[config.mk]
export PLATFORM = sky130hd
export DESIGN_NAME = ntm_sqrt
export DESIGN_NICKNAME = d
export VERILOG_FILES = /design/src/rtl/ntm_pkg.sv /design/src/rtl/ntm_sqrt.sv
export SDC_FILE = /design/constraint.sdc
export NUM_CORES = 1
export LEC_CHECK = 0
export BUFFER_PORTS_ARGS = -buffer_cell sky130_fd_sc_hd__buf_4
export CORE_ASPECT_RATIO = 2
export CORE_UTILIZATION = 50
export DETAILED_ROUTE_END_ITERATION = 10
export PLACE_DENSITY = 0.72
export SLEW_MARGIN = 20
export SYNTH_ARGS = -nofsm -noshare
export SYNTH_HDL_FRONTEND = slang
export SYNTH_SLANG_ARGS = --single-unit
export TNS_END_PERCENT = 100
[constraint.sdc]
create_clock -name i_clk -period 9.8 [get_ports i_clk]
set_input_delay 2.94 -clock i_clk [delete_from_list [all_inputs] [get_ports i_clk]]
set_output_delay 2.94 -clock i_clk [all_outputs]
set_load 0.01 [all_outputs]
[src/rtl/ntm_pkg.sv]
// Shared constants, command codes and entry type for the nearest tower match block.
package ntm_pkg;

    localparam int MAX_ENTRIES = 4096;
    localparam int IDX_W       = (MAX_ENTRIES > 1) ? $clog2(MAX_ENTRIES) : 1;
    localparam int CNT_W       = $clog2(MAX_ENTRIES + 1);

    localparam int ETA_W   = 13;
    localparam int PHI_W   = 12;
    localparam int EN_W    = 16;
    localparam int DSQ_W   = 27;
    localparam int ROOT_W  = 14;
    localparam int SQ_STEPS = (DSQ_W + 1) / 2;
    localparam int STEP_W  = $clog2(SQ_STEPS);

    localparam logic [1:0] CMD_CLEAR  = 2'd0;
    localparam logic [1:0] CMD_APPEND = 2'd1;
    localparam logic [1:0] CMD_QUERY  = 2'd2;

    typedef struct packed {
        logic signed [ETA_W-1:0] eta;
        logic signed [PHI_W-1:0] phi;
        logic        [EN_W-1:0]  energy;
    } t_entry;

endpackage

[src/rtl/ntm_sqrt.sv]
// Iterative floor square root, one result bit per cycle.
module ntm_sqrt
    import ntm_pkg::*;
(
    input  logic              i_clk,
    input  logic              i_rst_n,
    input  logic              i_start,
    input  logic [DSQ_W-1:0]  i_value,
    output logic              o_done,
    output logic [ROOT_W-1:0] o_root
);

    logic              r_busy, n_busy;
    logic              r_done, n_done;
    logic [STEP_W-1:0] r_step, n_step;
    logic [DSQ_W-1:0]  r_rem, n_rem;
    logic [DSQ_W:0]    r_res, n_res;
    logic [DSQ_W:0]    r_bit, n_bit;
    logic [DSQ_W:0]    trial;

    assign trial = r_res + r_bit;

    always_comb begin
        n_busy = r_busy;
        n_done = 1'b0;
        n_step = r_step;
        n_rem  = r_rem;
        n_res  = r_res;
        n_bit  = r_bit;
        if (i_start) begin
            n_busy = 1'b1;
            n_step = '0;
            n_rem  = i_value;
            n_res  = '0;
            n_bit  = (DSQ_W + 1)'(1) << (2 * (SQ_STEPS - 1));
        end else if (r_busy) begin
            if ({1'b0, r_rem} >= trial) begin
                n_rem = r_rem - trial[DSQ_W-1:0];
                n_res = (r_res >> 1) + r_bit;
            end else begin
                n_res = r_res >> 1;
            end
            n_bit  = r_bit >> 2;
            n_step = r_step + 1'b1;
            if (r_step == STEP_W'(SQ_STEPS - 1)) begin
                n_busy = 1'b0;
                n_done = 1'b1;
            end
        end
    end

    always_ff @(posedge i_clk) begin
        if (!i_rst_n) begin
            r_busy <= 1'b0;
            r_done <= 1'b0;
        end else begin
            r_busy <= n_busy;
            r_done <= n_done;
        end
        r_step <= n_step;
        r_rem  <= n_rem;
        r_res  <= n_res;
        r_bit  <= n_bit;
    end

    assign o_done = r_done;
    assign o_root = r_res[ROOT_W-1:0];

endmodule

==> impl_metrics.toml, run 1 <==
[synthesis]
syn_area_per_cell_um2 = 8.25
synth_nets = 856
synth_area_mm2 = 0.00632
syn_inst = 766
synth_area_leaders = "dfxtp_1 (15%), edfxtp_1 (13%), ha_1 (12%)"
synth.top_cell.area_share_pct = 15.2
async_reset_ff_share_pct = 0
synth_area_leader_cell = "dfxtp_1"
seq_area_frac_synth_pct = 28.0
ys_warn_count = 0
synthMostInstantiatedCell = "nor2_1"
ys_top_cells_by_count = "nor2_1 (100), nand2_1 (78), ha_1 (59), dfxtp_1 (48), o21ai_0 (46)"
synth_cell_types = 72
synth_edf_count = 27
synth-seq-cells = 75
ys.flop_type = "dfxtp_1"

[power]
ir_drop_v = 0.000158
leakage_nw = 2.65
intPower_mw = 0.843
combPwrFrac_pct = 46.4
power_mw = 1.45
swShare_pct = 41.9
power_density_mw_per_mm2 = 210
p_sw_mw = 0.607
clock_power_share_pct = 23.1
seq_power_share_pct = 30.5

[cts]
cts_hold_buf = 0
cts_buffers = 9
cts.repair.resized = 0
clkTransAtPathRegs_ns = 0.07
htreeDepth = 3
cts_root_buffer = "clkbuf_16"
cts.sinks = 75
cts_buffer_depth = 2
cts_tree = "yes"
clock_latency_ns = 0.34
post_cts.repair.setup_buffers = 0

[placement]
gp_congestion = 0.914
dpl.hpwl_um = 11300
portBuffers = 44

[timing]
setup_violations = 0
hold_viol = 0
drv_slew = 0
finClkSkew_ns = 0.00862
fin_crit_sh_pct = 54.6
rsz0062_at_grt = "false"
period_needed_ns = 5.35
maxClockFrequency_ghz = 0.187
max-slew-margin-rel_pct = 47.2
tightest_slew_ns = 0.772
fin_tns_setup_ns = 0

[flow_run]
cap_violations = 0

[floorplan]
rows = 57
io_pins = 45
core-area_mm2 = 0.0123
die_y_um = 161
start_util_pct = 51.5
die_x_um = 81.5
dieArea_mm2 = 0.0131

[grt]
gr-total-overflow = 0
grt_pass1_vias = 5559
grt_max_degree = 68
track_usage_pct = 24.0
grt_pass1_wl_um = 25100
antenna_found_initial = 0

[worst_setup_path]
critPathLaunchType = "register"
critPathKind = "reg -> reg"
critical_path_peak_fanout = 47
cp.required_ns = 10.05
worstPathArrival_ns = 5.60
crit_path_end_kind = "register"

[layout]
syn2layout_area_growth_pct = 9.13
n_antenna_cell = 0
drive_gt1_share_pct = 11.3
final_util_pct = 56.2
layout.nets = 871

[routing]
totalWireLength_um = 15300
drc = 0
drt_first_iter_violations = 364
wl_met3_um = 415
top_layer = "met4"
vias = 5684
wire_per_inst_um = 16.4
firstDrtPassIters = 5
dr_wl_met2_um = 8150
avgViaCountPerCell = 6.09
wl_met1_um = 6340
ant_nets = 0

[min_path]
hp-class = "reg -> reg"

[run_status]
status = "finished clean"
==> metal layers <==
layer	vias up	GRT usage, %
met3	24	2.66
met5	-	0
met4	0	9.09
li1	2845	-
met1	2700	27.6
met2	115	43.6
==> placed cells by master, fill, tap and decap left out, types with 6 or more instances in the layout <==
cell,netlist,routed
and2_1,7,7
a21o_1,7,7
nor3_1,9,9
xnor2_1,24,24
mux2i_1,14,14
a31oi_1,23,23
or3_1,11,11
a311oi_1,14,14
a211o_1,7,7
xor2_1,22,22
nor2_1,100,100
inv_1,28,28
nand2b_1,8,8
o21ai_0,46,46
clkbuf_16,0,9
o21bai_1,8,8
ha_1,59,59
buf_4,14,48
nor2b_1,10,10
a211oi_1,14,14
nand4_1,8,8
o31ai_1,18,18
nor3b_1,6,6
o21ai_1,6,6
a21oi_1,41,41
nand2_1,78,78
nand3_1,8,8
dfxtp_1,48,47
edfxtp_1,27,27
==> per-stage QoR <==
stage / cell area [µm²] / cells / worst slack [ns] / hold slack, ns
after floorplan: 6320 / 766 / 4.90 / 0.475
after global placement: 6610 / 917 / 4.67 / 0.493
after detailed placement: 6610 / 917 / 4.49 / 0.499
after CTS: 6900 / 933 / 4.47 / 0.511
after global routing: 6900 / 933 / 4.03 / 0.544
final: 6900 / 933 / 4.45 / 0.506
==> sequential cells by signal (all words and copies together), names as in the netlist <==
signal  flops
r_bit      14
r_res      28
o_done      1
r_step      4
r_rem      27
r_busy      1
==> power groups by stage <==
| stage | Sequential (mW) | Combinational, mW | Clock, mW |
|---|---|---|---|
| 3_3_place_gp | 0.447 | 0.646 | 0 |
| 2_1_floorplan | 0.429 | 0.558 | 0 |
| 3_5_place_dp | 0.449 | 0.664 | 0 |
| 4_1_cts | 0.442 | 0.668 | 0.338 |
| 6_report | 0.442 | 0.673 | 0.334 |
| 5_1_grt | 0.449 | 0.750 | 0.352 |
==> cell type report <==
type                       instances  area (µm²)
multi-input combinational        619        4190
inverter                          28         105
fill                            1137        5370
timing repair buffer              48         360
clock buffer                       9         225
clock inverter                     7        63.8
tap                              147         184
sequential                        75        1770
==> path summary, 6_finish.rpt <==
kind / from / end / slack [ns] / depth (start not counted)
max: r_res[0] / r_res[3] / 4.45 / 18
min: r_step[3] / o_done / 0.51 / 2
max reg2reg: r_res[0] / r_res[3] / 4.45 / 18
min reg2reg: r_step[3] / o_done / 0.51 / 2
==> cells by family (layout without fill, tap and decap cells) <==
| group | count (synthesis) | count (layout) | share of synthesized area, % |
|---|---|---|---|
| and+or+nand+nor | 263 | 263 | 19.2 |
| AOI/OAI and AO/OA | 234 | 234 | 26.1 |
| DFF | 75 | 75 | 28.0 |
| buffers and inverters | 72 | 92 | 5.74 |
| adders and majority gates | 60 | 60 | 12.0 |
| xor gates and xnor gates | 46 | 46 | 6.37 |
| muxes | 16 | 16 | 2.57 |
==> critical path, stage by stage, from the launching register on <==
cell      delay, ns
dfxtp_1        0.33
ha_1           0.23
ha_1           0.22
a21o_1         0.20
a31o_2         0.25
a31oi_1        0.35
o22ai_1        0.17
o21bai_1       0.22
a21oi_1        0.10
o21ai_0        0.20
xor2_1         0.11
ha_1           0.41
nand4_1        0.25
nor3_1         0.36
and3_1         0.31
o311ai_2       0.14
a211o_2        0.67
or3_1          0.45
a311oi_1       0.26
Note: power is estimated with default switching activity, not from simulation.
==> run 2: changes to the inputs <==
- clock period: 9.8 -> 5 ns (I/O delays scaled with it)
==> run 2 against run 1 <==
Compared with the run above:
- clock power rose by 120%
- cell area up 3.3%
- sequential share of layout area shrank 0.79 points
- largest cell class unchanged
- clock skew decreased by 0.0018 ns
- die area did not move
- global-route usage increased by 1.3 points
- cell count increased by 1.2%
- first-iteration DRC count increased by 3.6%
- wire length increased by 7.9%
- clock-buffer cell count is 1 higher
- total power is 110% higher
==> impl_metrics.toml, run 2 (synthesized netlist as in run 1, its figures left out) <==
[layout]
n_antenna_cell = 0
drive_gt1_share_pct = 13.4
final_cell_mix = "nor2_1 (100), nand2_1 (78), ha_1 (57), buf_4 (57), o21ai_0 (46)"
layout.nets = 882
layout_commonest_cell = "nor2_1"
syn2layout_area_growth_pct = 12.7
reg_top3 = "r_res (28), r_rem (27), r_bit (14)"
largest_reg_flops = 28
regMostFlops = "r_res"
finalInstanceArea_mm2 = 0.00713

[worst_setup_path]
critPathMostFrequentCell = "ha_1"
startpoint = "r_res[14]"
r2r-start = "r_res[14]"
reg2reg_slack_ns = 0.26
critPathSlowestCell = "a311o_1"
crit_chain = "ha_1 -> a311o_1 -> a2111oi_4 -> o31ai_1 -> a31o_2 -> xnor2_1 -> ha_1 -> nand4_1 -> nor2_1 -> nand2_1 -> o211ai_1 -> o311ai_4 -> a211o_2 -> buf_12 -> or3_1 -> a311oi_2"
cp.required_ns = 5.26
path_buf_inv = 1
crit_family = "compound AO/OA/AOI/OAI gates"
critical_path_peak_fanout = 47
worstPathArrival_ns = 5.00
reg2reg_depth = 16
critPathLaunchType = "register"
critPathKind = "reg -> reg"
worst-path-stages = 16
crit_path_end_kind = "register"
r2r_end = "r_res[13]"
max_stage_delay_ns = 0.45
crit_end = "r_res[13]"

[grt]
gr-total-overflow = 0
grt_max_degree = 80
track_usage_pct = 25.4
grt_pass1_vias = 5674
antenna_found_initial = 0
grt_pass1_wl_um = 25900

[placement]
placed_cell_area_mm2 = 0.00671
portBuffers = 44
place_ws_ns = 0.114
dpl.hpwl_um = 12100
gp_congestion = 0.927

[cts]
htreeDepth = 3
clkTransAtPathRegs_ns = 0.07
cts_buffers = 9
cts_tree = "yes"
cts.sinks = 75
cts_root_buffer = "clkbuf_16"
cts_hold_buf = 0
clock_latency_ns = 0.35
cts_buffer_depth = 2

[timing]
hold_viol = 0
maxClockFrequency_ghz = 0.211
period_needed_ns = 4.74
setup_violations = 0
fin_ws_ns = 0.261
max-slew-margin-rel_pct = 47.9
finClkSkew_ns = 0.00680
hold_ws_ns = 0.517
drv_slew = 0
fin_crit_sh_pct = 94.8
tightest_slew_ns = 0.782

[routing]
wire_per_inst_um = 17.5
avgViaCountPerCell = 6.25
drc = 0
totalWireLength_um = 16500
ant_nets = 0
firstDrtPassIters = 5
dr_wl_met2_um = 8720
wl_met3_um = 565
wl_met1_um = 6490
top_layer = "met4"
drt_first_iter_violations = 377
vias = 5901

[min_path]
whs_path_depth = 2
hp-class = "reg -> reg"

[floorplan]
dieArea_mm2 = 0.0131
io_pins = 45
die_x_um = 81.5
start_util_pct = 51.5
rows = 57
die_y_um = 161
core-area_mm2 = 0.0123

[power]
leakage_nw = 2.76
ir_drop_v = 0.000305
power_density_mw_per_mm2 = 424

[flow_run]
cap_violations = 0

[run_status]
status = "finished clean"
## run 2: changes by cell type in the layout (fill, tap and decap cells not counted), moves of 2 or more
cell	previous run	this run
buf_4	48	57
buf_12	0	2
a31oi_4	0	2
inv_6	4	1
dfxtp_1	47	45
a31oi_1	23	21
dfxtp_2	1	3
ha_1	59	57
## run 2: timing repair
item                                    4_1_cts  5_1_grt
endpoints found under the setup margin        0       50
gates resized for setup                       0       14
setup buffers                                 0        1
## run 2: tightest hold or removal path, cell delays in order, from the launching register on
cell	delay (ns)
dfxtp_1	0.33
nand3_1	0.10
nor3_1	0.05
## run 2: layout make-up
cell class | instances | area, µm²
clock inverter | 6 | 77.6
multi-input combinational | 619 | 4270
fill | 1101 | 5140
sequential | 75 | 1780
tap | 147 | 184
timing repair buffer | 59 | 468
clock buffer | 10 | 250
inverter | 28 | 105
## run 2: routing by layer
layer	global-route usage [%]	vias up
li1	-	2870
met1	27.4	2823
met2	45.0	153
met3	3.28	55
met4	15.1	0
met5	0	-
## run 2: how the worst min path moves through the flow
| stage | from | to |
|---|---|---|
| floorplan | r_step[2] | o_done |
| global placement | r_step[3] | o_done |
| detailed placement | r_step[3] | o_done |
| CTS | r_step[3] | o_done |
| global route | r_step[3] | o_done |
| finish | r_step[3] | o_done |
## run 2: stage by stage
step / setup TNS [ns] / std cells / util, % / power (mW)
final: 0 / 944 / 58.1 / 3.02
after floorplan: 0 / 766 / - / 1.93
after detailed placement: 0 / 927 / 54.7 / 2.25
after global placement: 0 / 927 / 54.7 / 2.21
after CTS: 0 / 943 / 57.4 / 2.98
after global routing: -0.0322 / 944 / 58.1 / 3.20
## run 2: power by group
group          leakage, nW  internal (mW)  switching [mW]
combinational         1.94          0.579           0.851
clock                0.158          0.427           0.298
sequential           0.663          0.774          0.0900
total                 2.76           1.78            1.24
